===== src/design/ljf_pkg.sv =====
// Shared types and constants for the longest-job-first dispatcher.
// Used by ljf_seq and longest_job_first_dispatcher_unit; depends on nothing.
`default_nettype none

package ljf_pkg;

    localparam int DEF_MAX_JOBS    = 16;
    localparam int DEF_LENGTH_BITS = 16;
    localparam int ID_W            = 8;
    localparam int LEN_PORT_W      = 16;
    localparam int WAIT_W          = 16;
    localparam int COUNT_OUT_W     = 5;

    localparam logic [WAIT_W-1:0] WAIT_MAX = '1;

    localparam logic CMD_ARRIVAL = 1'b0;
    localparam logic CMD_TICK    = 1'b1;

    typedef enum logic [1:0] {
        S_IDLE,
        S_UPDATE,
        S_DONE
    } seq_state_t;

    typedef struct packed {
        logic                   dispatched;
        logic [ID_W-1:0]        dispatched_id;
        logic [WAIT_W-1:0]      dispatched_wait;
        logic                   busy_res;
        logic                   dropped;
        logic [COUNT_OUT_W-1:0] ready_count;
    } result_t;

endpackage

`default_nettype wire


===== src/design/ljf_ram.sv =====
// Single-port-write, single-port-read job store with registered read data.
// Generic memory; depends on nothing.
`default_nettype none

module ljf_ram #(
    parameter int DEPTH = 16,
    parameter int WIDTH = 40
) (
    input  wire logic                     clk,
    input  wire logic                     wr_en,
    input  wire logic [$clog2(DEPTH)-1:0] wr_addr,
    input  wire logic [WIDTH-1:0]         wr_data,
    input  wire logic                     rd_en,
    input  wire logic [$clog2(DEPTH)-1:0] rd_addr,
    output logic      [WIDTH-1:0]         rd_data
);

    logic [WIDTH-1:0] mem [DEPTH];

    always_ff @(posedge clk)
    begin
        if (wr_en)
        begin
            mem[wr_addr] <= wr_data;
        end
    end

    always_ff @(posedge clk)
    begin
        if (rd_en)
        begin
            rd_data <= mem[rd_addr];
        end
    end

endmodule

`default_nettype wire


===== src/design/ljf_seq.sv =====
// Sequencer that sweeps the job store: arrivals, dispatch, compaction and wait update.
// Depends on ljf_pkg; drives one ljf_ram instance owned by the top level.
`default_nettype none

module ljf_seq #(
    parameter int MAX_JOBS    = ljf_pkg::DEF_MAX_JOBS,
    parameter int LENGTH_BITS = ljf_pkg::DEF_LENGTH_BITS,
    localparam int IDX_W      = $clog2(MAX_JOBS),
    localparam int CNT_W      = $clog2(MAX_JOBS + 1),
    localparam int ENTRY_W    = ljf_pkg::ID_W + LENGTH_BITS + ljf_pkg::WAIT_W
) (
    input  wire logic                          clk,
    input  wire logic                          rst_n,
    input  wire logic                          in_valid,
    output logic                               in_stall,
    input  wire logic                          command,
    input  wire logic [ljf_pkg::ID_W-1:0]      job_id,
    input  wire logic [ljf_pkg::LEN_PORT_W-1:0] job_length,
    output logic                               res_valid,
    output ljf_pkg::result_t                   res,
    input  wire logic                          res_take,
    output logic                               wr_en,
    output logic [IDX_W-1:0]                   wr_addr,
    output logic [ENTRY_W-1:0]                 wr_data,
    output logic                               rd_en,
    output logic [IDX_W-1:0]                   rd_addr,
    input  wire logic [ENTRY_W-1:0]            rd_data
);

    localparam int WAIT_W = ljf_pkg::WAIT_W;
    localparam int ID_W   = ljf_pkg::ID_W;

    ljf_pkg::seq_state_t state_reg, state_next;

    logic [CNT_W-1:0]       n_reg, n_next;
    logic [LENGTH_BITS-1:0] rem_reg, rem_next;
    logic [IDX_W-1:0]       best_idx_reg, best_idx_next;
    logic [LENGTH_BITS-1:0] best_len_reg, best_len_next;
    logic [CNT_W-1:0]       rptr_reg, rptr_next;
    logic                   pv_reg, pv_next;
    logic [IDX_W-1:0]       pidx_reg, pidx_next;
    logic                   acc_found_reg, acc_found_next;
    logic [IDX_W-1:0]       acc_idx_reg, acc_idx_next;
    logic [LENGTH_BITS-1:0] acc_len_reg, acc_len_next;
    logic                   disp_reg, disp_next;
    logic [ID_W-1:0]        did_reg, did_next;
    logic [WAIT_W-1:0]      dwait_reg, dwait_next;
    logic                   drop_reg, drop_next;

    logic [31:0]            len_wide;
    logic [LENGTH_BITS-1:0] len_mask;
    logic [LENGTH_BITS-1:0] len_fix;
    logic [LENGTH_BITS-1:0] rem_dec;
    logic [ID_W-1:0]        e_id;
    logic [LENGTH_BITS-1:0] e_len;
    logic [WAIT_W-1:0]      e_wait;
    logic [WAIT_W-1:0]      e_wait_inc;
    logic [IDX_W-1:0]       new_pos;
    logic                   last_entry;
    logic [31:0]            n_wide;

    assign len_wide   = 32'(job_length);
    assign len_mask   = len_wide[LENGTH_BITS-1:0];
    assign len_fix    = (len_mask == '0) ? LENGTH_BITS'(1) : len_mask;
    assign rem_dec    = rem_reg - LENGTH_BITS'(rem_reg != '0);

    assign e_id       = rd_data[ENTRY_W-1 -: ID_W];
    assign e_len      = rd_data[WAIT_W +: LENGTH_BITS];
    assign e_wait     = rd_data[WAIT_W-1:0];
    assign e_wait_inc = (e_wait == ljf_pkg::WAIT_MAX) ? e_wait : e_wait + WAIT_W'(1);
    assign new_pos    = (disp_reg && (pidx_reg > best_idx_reg)) ? pidx_reg - IDX_W'(1)
                                                                : pidx_reg;
    assign last_entry = pv_reg && ((CNT_W'(pidx_reg) + CNT_W'(1)) == n_reg);

    assign n_wide              = 32'(n_reg);
    assign res.dispatched      = disp_reg;
    assign res.dispatched_id   = did_reg;
    assign res.dispatched_wait = dwait_reg;
    assign res.busy_res        = (rem_reg != '0);
    assign res.dropped         = drop_reg;
    assign res.ready_count     = n_wide[ljf_pkg::COUNT_OUT_W-1:0];

    always_ff @(posedge clk or negedge rst_n)
    begin
        if (!rst_n)
        begin
            state_reg     <= ljf_pkg::S_IDLE;
            n_reg         <= '0;
            rem_reg       <= '0;
            best_idx_reg  <= '0;
            best_len_reg  <= '0;
            rptr_reg      <= '0;
            pv_reg        <= 1'b0;
            pidx_reg      <= '0;
            acc_found_reg <= 1'b0;
            acc_idx_reg   <= '0;
            acc_len_reg   <= '0;
            disp_reg      <= 1'b0;
            did_reg       <= '0;
            dwait_reg     <= '0;
            drop_reg      <= 1'b0;
        end
        else
        begin
            state_reg     <= state_next;
            n_reg         <= n_next;
            rem_reg       <= rem_next;
            best_idx_reg  <= best_idx_next;
            best_len_reg  <= best_len_next;
            rptr_reg      <= rptr_next;
            pv_reg        <= pv_next;
            pidx_reg      <= pidx_next;
            acc_found_reg <= acc_found_next;
            acc_idx_reg   <= acc_idx_next;
            acc_len_reg   <= acc_len_next;
            disp_reg      <= disp_next;
            did_reg       <= did_next;
            dwait_reg     <= dwait_next;
            drop_reg      <= drop_next;
        end
    end

    always_comb
    begin
        state_next     = state_reg;
        n_next         = n_reg;
        rem_next       = rem_reg;
        best_idx_next  = best_idx_reg;
        best_len_next  = best_len_reg;
        rptr_next      = rptr_reg;
        pv_next        = pv_reg;
        pidx_next      = pidx_reg;
        acc_found_next = acc_found_reg;
        acc_idx_next   = acc_idx_reg;
        acc_len_next   = acc_len_reg;
        disp_next      = disp_reg;
        did_next       = did_reg;
        dwait_next     = dwait_reg;
        drop_next      = drop_reg;
        in_stall       = 1'b1;
        res_valid      = 1'b0;
        wr_en          = 1'b0;
        wr_addr        = '0;
        wr_data        = '0;
        rd_en          = 1'b0;
        rd_addr        = '0;

        unique case (state_reg)
            ljf_pkg::S_IDLE:
            begin
                in_stall = 1'b0;
                if (in_valid)
                begin
                    disp_next  = 1'b0;
                    did_next   = '0;
                    dwait_next = '0;
                    drop_next  = 1'b0;
                    state_next = ljf_pkg::S_DONE;
                    if (command == ljf_pkg::CMD_ARRIVAL)
                    begin
                        if (n_reg == CNT_W'(MAX_JOBS))
                        begin
                            drop_next = 1'b1;
                        end
                        else
                        begin
                            wr_en   = 1'b1;
                            wr_addr = n_reg[IDX_W-1:0];
                            wr_data = {job_id, len_fix, WAIT_W'(0)};
                            n_next  = n_reg + CNT_W'(1);
                            if ((n_reg == '0) || (len_fix >= best_len_reg))
                            begin
                                best_idx_next = n_reg[IDX_W-1:0];
                                best_len_next = len_fix;
                            end
                        end
                    end
                    else
                    begin
                        rem_next = rem_dec;
                        if (n_reg != '0)
                        begin
                            disp_next      = (rem_dec == '0);
                            rptr_next      = '0;
                            pv_next        = 1'b0;
                            acc_found_next = 1'b0;
                            state_next     = ljf_pkg::S_UPDATE;
                        end
                    end
                end
            end

            ljf_pkg::S_UPDATE:
            begin
                if (rptr_reg < n_reg)
                begin
                    rd_en     = 1'b1;
                    rd_addr   = rptr_reg[IDX_W-1:0];
                    rptr_next = rptr_reg + CNT_W'(1);
                    pv_next   = 1'b1;
                    pidx_next = rptr_reg[IDX_W-1:0];
                end
                else
                begin
                    pv_next = 1'b0;
                end

                if (pv_reg)
                begin
                    if (disp_reg && (pidx_reg == best_idx_reg))
                    begin
                        did_next   = e_id;
                        dwait_next = e_wait;
                        rem_next   = e_len;
                    end
                    else
                    begin
                        wr_en   = 1'b1;
                        wr_addr = new_pos;
                        wr_data = {e_id, e_len, e_wait_inc};
                        if (!acc_found_reg || (e_len >= acc_len_reg))
                        begin
                            acc_found_next = 1'b1;
                            acc_idx_next   = new_pos;
                            acc_len_next   = e_len;
                        end
                    end
                end

                if (last_entry)
                begin
                    n_next        = n_reg - CNT_W'(disp_reg);
                    best_idx_next = acc_idx_next;
                    best_len_next = acc_len_next;
                    pv_next       = 1'b0;
                    state_next    = ljf_pkg::S_DONE;
                end
            end

            ljf_pkg::S_DONE:
            begin
                res_valid = 1'b1;
                if (res_take)
                begin
                    state_next = ljf_pkg::S_IDLE;
                end
            end

            default:
            begin
                state_next = ljf_pkg::S_IDLE;
            end
        endcase
    end

    assert property (@(posedge clk) disable iff (!rst_n)
        n_reg <= CNT_W'(MAX_JOBS))
    else $error("ready count exceeds list depth");

    assert property (@(posedge clk) disable iff (!rst_n)
        (res_valid && res.dispatched) |-> res.busy_res)
    else $error("dispatched job does not leave the server busy");

    assert property (@(posedge clk) disable iff (!rst_n)
        (res_valid && res.dropped) |-> (n_reg == CNT_W'(MAX_JOBS) && !res.dispatched))
    else $error("drop reported while the list has room");

    assert property (@(posedge clk) disable iff (!rst_n)
        (state_reg == ljf_pkg::S_IDLE && n_reg != '0) |-> (CNT_W'(best_idx_reg) < n_reg))
    else $error("cached longest job lies outside the list");

endmodule

`default_nettype wire


===== src/design/longest_job_first_dispatcher_unit.sv =====
// Top level of the longest-job-first dispatcher: sequencer, job store and output register.
// Depends on ljf_pkg, ljf_ram and ljf_seq.
//
//   Channel | Signals                                  | Direction
//   input   | in_valid, in_stall, command, job_id, ... | item in, stall out
//   output  | out_valid, out_stall, dispatched, ...    | item out, stall in
//
// An arrival, and a tick with an empty list, go straight to the result; a tick with ready jobs
// makes one sweep over the job store through its single read port.
// Reset clears the count and the server; the job store needs no clearing.
// The input stalls while an item is being worked on or its result cannot enter the output register.
`default_nettype none

module longest_job_first_dispatcher_unit #(
    parameter int MAX_JOBS    = ljf_pkg::DEF_MAX_JOBS,
    parameter int LENGTH_BITS = ljf_pkg::DEF_LENGTH_BITS
) (
    input  wire logic                            clk,
    input  wire logic                            rst_n,
    input  wire logic                            in_valid,
    output logic                                 in_stall,
    input  wire logic                            command,
    input  wire logic [ljf_pkg::ID_W-1:0]        job_id,
    input  wire logic [ljf_pkg::LEN_PORT_W-1:0]  job_length,
    output logic                                 out_valid,
    input  wire logic                            out_stall,
    output logic                                 dispatched,
    output logic [ljf_pkg::ID_W-1:0]             dispatched_id,
    output logic [ljf_pkg::WAIT_W-1:0]           dispatched_wait,
    output logic                                 busy_res,
    output logic                                 dropped,
    output logic [ljf_pkg::COUNT_OUT_W-1:0]      ready_count
);

    localparam int IDX_W   = $clog2(MAX_JOBS);
    localparam int ENTRY_W = ljf_pkg::ID_W + LENGTH_BITS + ljf_pkg::WAIT_W;

    logic               wr_en;
    logic [IDX_W-1:0]   wr_addr;
    logic [ENTRY_W-1:0] wr_data;
    logic               rd_en;
    logic [IDX_W-1:0]   rd_addr;
    logic [ENTRY_W-1:0] rd_data;

    logic             res_valid;
    logic             res_take;
    ljf_pkg::result_t res;

    logic             out_valid_reg, out_valid_next;
    ljf_pkg::result_t out_reg;

    ljf_ram #(
        .DEPTH (MAX_JOBS),
        .WIDTH (ENTRY_W)
    ) u_ram (
        .clk     (clk),
        .wr_en   (wr_en),
        .wr_addr (wr_addr),
        .wr_data (wr_data),
        .rd_en   (rd_en),
        .rd_addr (rd_addr),
        .rd_data (rd_data)
    );

    ljf_seq #(
        .MAX_JOBS    (MAX_JOBS),
        .LENGTH_BITS (LENGTH_BITS)
    ) u_seq (
        .clk        (clk),
        .rst_n      (rst_n),
        .in_valid   (in_valid),
        .in_stall   (in_stall),
        .command    (command),
        .job_id     (job_id),
        .job_length (job_length),
        .res_valid  (res_valid),
        .res        (res),
        .res_take   (res_take),
        .wr_en      (wr_en),
        .wr_addr    (wr_addr),
        .wr_data    (wr_data),
        .rd_en      (rd_en),
        .rd_addr    (rd_addr),
        .rd_data    (rd_data)
    );

    assign res_take = res_valid && (!out_valid_reg || !out_stall);

    always_comb
    begin
        if (res_take)
        begin
            out_valid_next = 1'b1;
        end
        else if (out_valid_reg && out_stall)
        begin
            out_valid_next = 1'b1;
        end
        else
        begin
            out_valid_next = 1'b0;
        end
    end

    always_ff @(posedge clk or negedge rst_n)
    begin
        if (!rst_n)
        begin
            out_valid_reg <= 1'b0;
        end
        else
        begin
            out_valid_reg <= out_valid_next;
        end
    end

    always_ff @(posedge clk)
    begin
        if (res_take)
        begin
            out_reg <= res;
        end
    end

    assign out_valid       = out_valid_reg;
    assign dispatched      = out_reg.dispatched;
    assign dispatched_id   = out_reg.dispatched_id;
    assign dispatched_wait = out_reg.dispatched_wait;
    assign busy_res        = out_reg.busy_res;
    assign dropped         = out_reg.dropped;
    assign ready_count     = out_reg.ready_count;

endmodule

`default_nettype wire


===== config.mk =====
export PLATFORM = sky130hd
export DESIGN_NAME = longest_job_first_dispatcher_unit
export DESIGN_NICKNAME = d
export VERILOG_FILES = /design/src/design/ljf_pkg.sv /design/src/design/ljf_ram.sv /design/src/design/ljf_seq.sv /design/src/design/longest_job_first_dispatcher_unit.sv
export SDC_FILE = /design/constraint.sdc
export NUM_CORES = 1
export LEC_CHECK = 0
export BUFFER_PORTS_ARGS = -buffer_cell sky130_fd_sc_hd__buf_2
export CAP_MARGIN = 20
export CORE_ASPECT_RATIO = 0.9
export CORE_MARGIN = 10
export CORE_UTILIZATION = 45
export DETAILED_ROUTE_END_ITERATION = 12
export PLACE_DENSITY = 0.73
export SLEW_MARGIN = 10
export SYNTH_ARGS = -nofsm -noshare
export SYNTH_HDL_FRONTEND = slang
export SYNTH_SLANG_ARGS = --single-unit

===== constraint.sdc =====
create_clock -name clk -period 4.5 [get_ports clk]
set_clock_uncertainty 0.1 [all_clocks]
set_input_delay 1.35 -clock clk [delete_from_list [all_inputs] [get_ports clk]]
set_output_delay 1.35 -clock clk [all_outputs]
set_load 0.05 [all_outputs]

==> results.toml <==
[yosys]
synth.ff_latch_count = 813
synth_flop_cell = "edfxtp_1"
post-synth-top-area-fraction = 0.642
syn-cell-area_um2 = 33300
synth_top_family_by_area = "compound AO/OA/AOI/OAI gates"
synth_adder_area_share = 0.0190
yosys.area_share.simple = 0.0624
synth_xor_area_frac = 0.00658
synthArstFlopShare = 0.124
synth-edff-count = 712
synth_fp_nets = 2241
yosys.area.top_type = "edfxtp_1"
syn_area_per_cell_um2 = 15.4
synthesis.instances = 2162
muxShareOfSynthArea = 0.0812
yosys.cell_types.count = 60
ys.warnings.count = 0
synth_compound_area_frac = 0.0898
ys_top_cells_by_area = "edfxtp_1 (64%), dfrtp_1 (7.6%), mux4_2 (5.4%)"
ys_seq_area_frac = 0.718

[setup_path]
critical-path-max-stage-delay_ps = 830
setup.worst_path.start = "u_ram.rd_data[3]"
cp_max_fo = 16
arrival_worst_endpoint_ps = 3820
reg2reg_depth = 7
critical_path_class = "reg2reg"
cp_common_cell = "nor2_1"
r2r_path_end = "u_ram.mem[9][5]"
critical_path_cell_list = "nand4_1 > or3_1 > nor3_2 > nor2_1 > nand3_1 > xor2_1 > nor2_1"
worst_r2r_startpoint = "u_ram.rd_data[3]"
reg2reg_setup_slack_ps = 830
cp_slowest_cell = "nor2_1"
timing.critical_path.to_type = "flip-flop"
crit_path_start_kind = "flip-flop"
cp.required_ps = 4650

[timing]
setup_tns_ps = 0
timing.final.setup_violations = 0
grt_setup_unrepaired = "no"
final.setup.worst_slack_ps = 832
max_freq_mhz = 273
final_worst_hold_slack_ps = 350
worstMarginPinSlew_ps = 1100
timing.max_slew.rel_slack = 0.261
slew_viol_final = 0
finalHoldViolations = 0
fin_crit_sh = 0.815
min_period_ps = 3670

[power_and_ir_drop]
totalPowerFinal_mw = 25.4
cellLeakagePower_nw = 12.8
power.density_nw_per_um2 = 672
power.ir.vdd_worst_uv = 438

[die]
floorplan.die.width_um = 307
io-pin-count = 63
floorplan.core_area_um2 = 73300
die_area_um2 = 85300
chipHeight_um = 278
floorplan.rows = 94
floorplan.initialDensity = 0.454

[route]
route.final.wire_length_mm = 79.6
drtIter0Drc = 2167
drt.antenna.violating_nets = 0
drt-pass1-iter-count = 7
detail_route.vias_per_cell = 6.07
num_vias = 19680
drc = 0
detail_route.wl_per_cell_um = 24.5

[place]
place.detailed.instances = 3104
place_congestion = 0.910
place_area_um2 = 35100
port-buffer-count = 62
place_worst_setup_slack_ps = 393
dpl.hpwl_mm = 46.0

[global_route]
grt_pass1_vias = 19723
pin_count_of_the_biggest_net_entering_global_routing = 147
grt_first_pass_wirelength_mm = 121
antenna_found_initial = 0
globalRoute.totalOverflow = 0
global_route.usage.total = 0.183

[hold_path]
min_from = "u_seq.did_reg[0]"
hold_depth = 0
hold_path_end = "dispatched_id[0]"
holdCritPathClass = "reg2reg"

[clock_network]
cts_resized = 0
cts_made_buffers = 78
clock_latency_of_the_later_clocked_register_in_the_worst_skew_pair_ps = 620
clock_tree.root_cell = "clkbuf_16"
cts-root-to-sink-buffers = 3
worst_setup_hold_path_clk_slew_ps = 60
cts_tree = "built"
cts_setup_buffers = 0
htree_num_levels = 3
tritoncts_num_sinks = 813
cts_hold_buffers = 0

[flow_run]
max_cap_viols = 0

[final_layout]
finalInstanceArea_um2 = 37700
max_flop_register = "u_ram.mem"
design.final.nets = 2304
final_cells = 3243
largest_register_ffs = 640
n_fill_cell = 5811
largestRegisters = "u_ram.mem (640), u_ram.rd_data (40)"
synthToLayoutAreaGrowth_pct = 13.4
antenna_cells = 0
layout-drive-gt1-share = 0.174
finalCoreUtilization = 0.515

[run_status]
outcome = "finished clean"
[worst max-delay path, delay by kind of cell (launching register included)]
kind / cells / cell delay (ps)
xor+xnor: 1 / 70
flops: 1 / 580
simple gates: 6 / 2550
[power by group]
group	switching [mW]	internal [mW]	total (mW)
clock network	2.75	3.97	6.72
logic	5.10	2.47	7.57
registers	0.876	10.2	11.1
[cell usage in the layout, fill, tap and decap left out, types with 5 or more instances in the layout]
cell / synthesis / routed
xor2_1: 12 / 12
nand2b_1: 9 / 9
nand4_1: 10 / 10
mux2_2: 41 / 41
a21o_1: 12 / 12
bufinv_16: 0 / 12
buf_4: 0 / 47
buf_2: 6 / 61
dfrtp_1: 101 / 98
clkbuf_1: 122 / 8
a31oi_1: 5 / 5
a22oi_1: 7 / 7
o22ai_1: 123 / 123
a222oi_1: 17 / 17
edfxtp_1: 712 / 712
a22o_1: 16 / 16
buf_12: 0 / 17
nor2_1: 175 / 157
mux4_2: 80 / 80
mux2i_1: 44 / 44
a211oi_1: 43 / 43
clkinv_2: 0 / 12
o2111ai_1: 44 / 44
clkinv_1: 1 / 17
clkbuf_16: 0 / 79
nor4_1: 13 / 13
ha_1: 49 / 49
a21oi_1: 63 / 62
nor3_1: 19 / 17
nand3_1: 20 / 19
o21ai_0: 82 / 82
nand2_1: 154 / 152
a32o_1: 10 / 10
nor2b_1: 48 / 48
inv_1: 52 / 50
nor2_4: 1 / 19
xnor2_1: 13 / 13
[final cells by class]
| cell class | count | area, um^2 | share of cell area |
|---|---|---|---|
| Clock buffer | 91 | 2060 | 0.0546 |
| Timing Repair Buffer | 126 | 1010 | 0.0267 |
| Inverter | 53 | 201 | 0.00534 |
| Multi-Input combinational cell | 1153 | 8800 | 0.233 |
| Clock inverter | 47 | 554 | 0.0147 |
| Sequential cell | 813 | 23900 | 0.634 |
| Tap cell | 960 | 1200 | 0.0318 |
[logic make-up after synthesis]
| kind of cell | Yosys count |
|---|---|
| AOI/OAI and AO/OA | 445 |
| xor gates and xnor gates | 25 |
| adders and majority gates | 50 |
| buffers and inverters | 196 |
| DFF | 813 |
| muxes | 165 |
| and+or+nand+nor | 468 |
[cell usage after synthesis, types with 2 or more instances]
cell,count
edfxtp_1,712
nor2_1,175
nand2_1,154
o22ai_1,123
clkbuf_1,122
dfrtp_1,101
o21ai_0,82
mux4_2,80
a21oi_1,63
inv_1,52
ha_1,49
nor2b_1,48
mux2i_1,44
o2111ai_1,44
a211oi_1,43
mux2_2,41
nand3_1,20
nor3_1,19
a222oi_1,17
a22o_1,16
nor4_1,13
xnor2_1,13
a21o_1,12
buf_1,12
xor2_1,12
a32o_1,10
nand4_1,10
nand2b_1,9
a22oi_1,7
buf_2,6
a31oi_1,5
and2_1,4
o211ai_1,4
or3_1,4
buf_6,3
or2_2,3
a221oi_1,2
a32oi_1,2
and3_1,2
o2111a_1,2
o2bb2ai_1,2
o32ai_1,2
[worst max-delay path by stage]
stage / to
floorplan: u_ram.mem[12][0]
global placement: u_seq.best_len_reg[7]
detailed placement: u_seq.best_len_reg[11]
CTS: u_ram.mem[1][11]
global route: u_ram.mem[8][5]
finish: u_ram.mem[9][5]
[layer usage]
layer | vias to the layer above | part of all wire | GRT usage
met5 | - | 0 | 0
met3 | 138 | 0.083 | 0.0345
met4 | 0 | 0.024 | 0.0510
li1 | 8568 | - | -
met2 | 957 | 0.48 | 0.296
met1 | 10017 | 0.41 | 0.251
No activity file was read; power rests on OpenSTA's default activity.
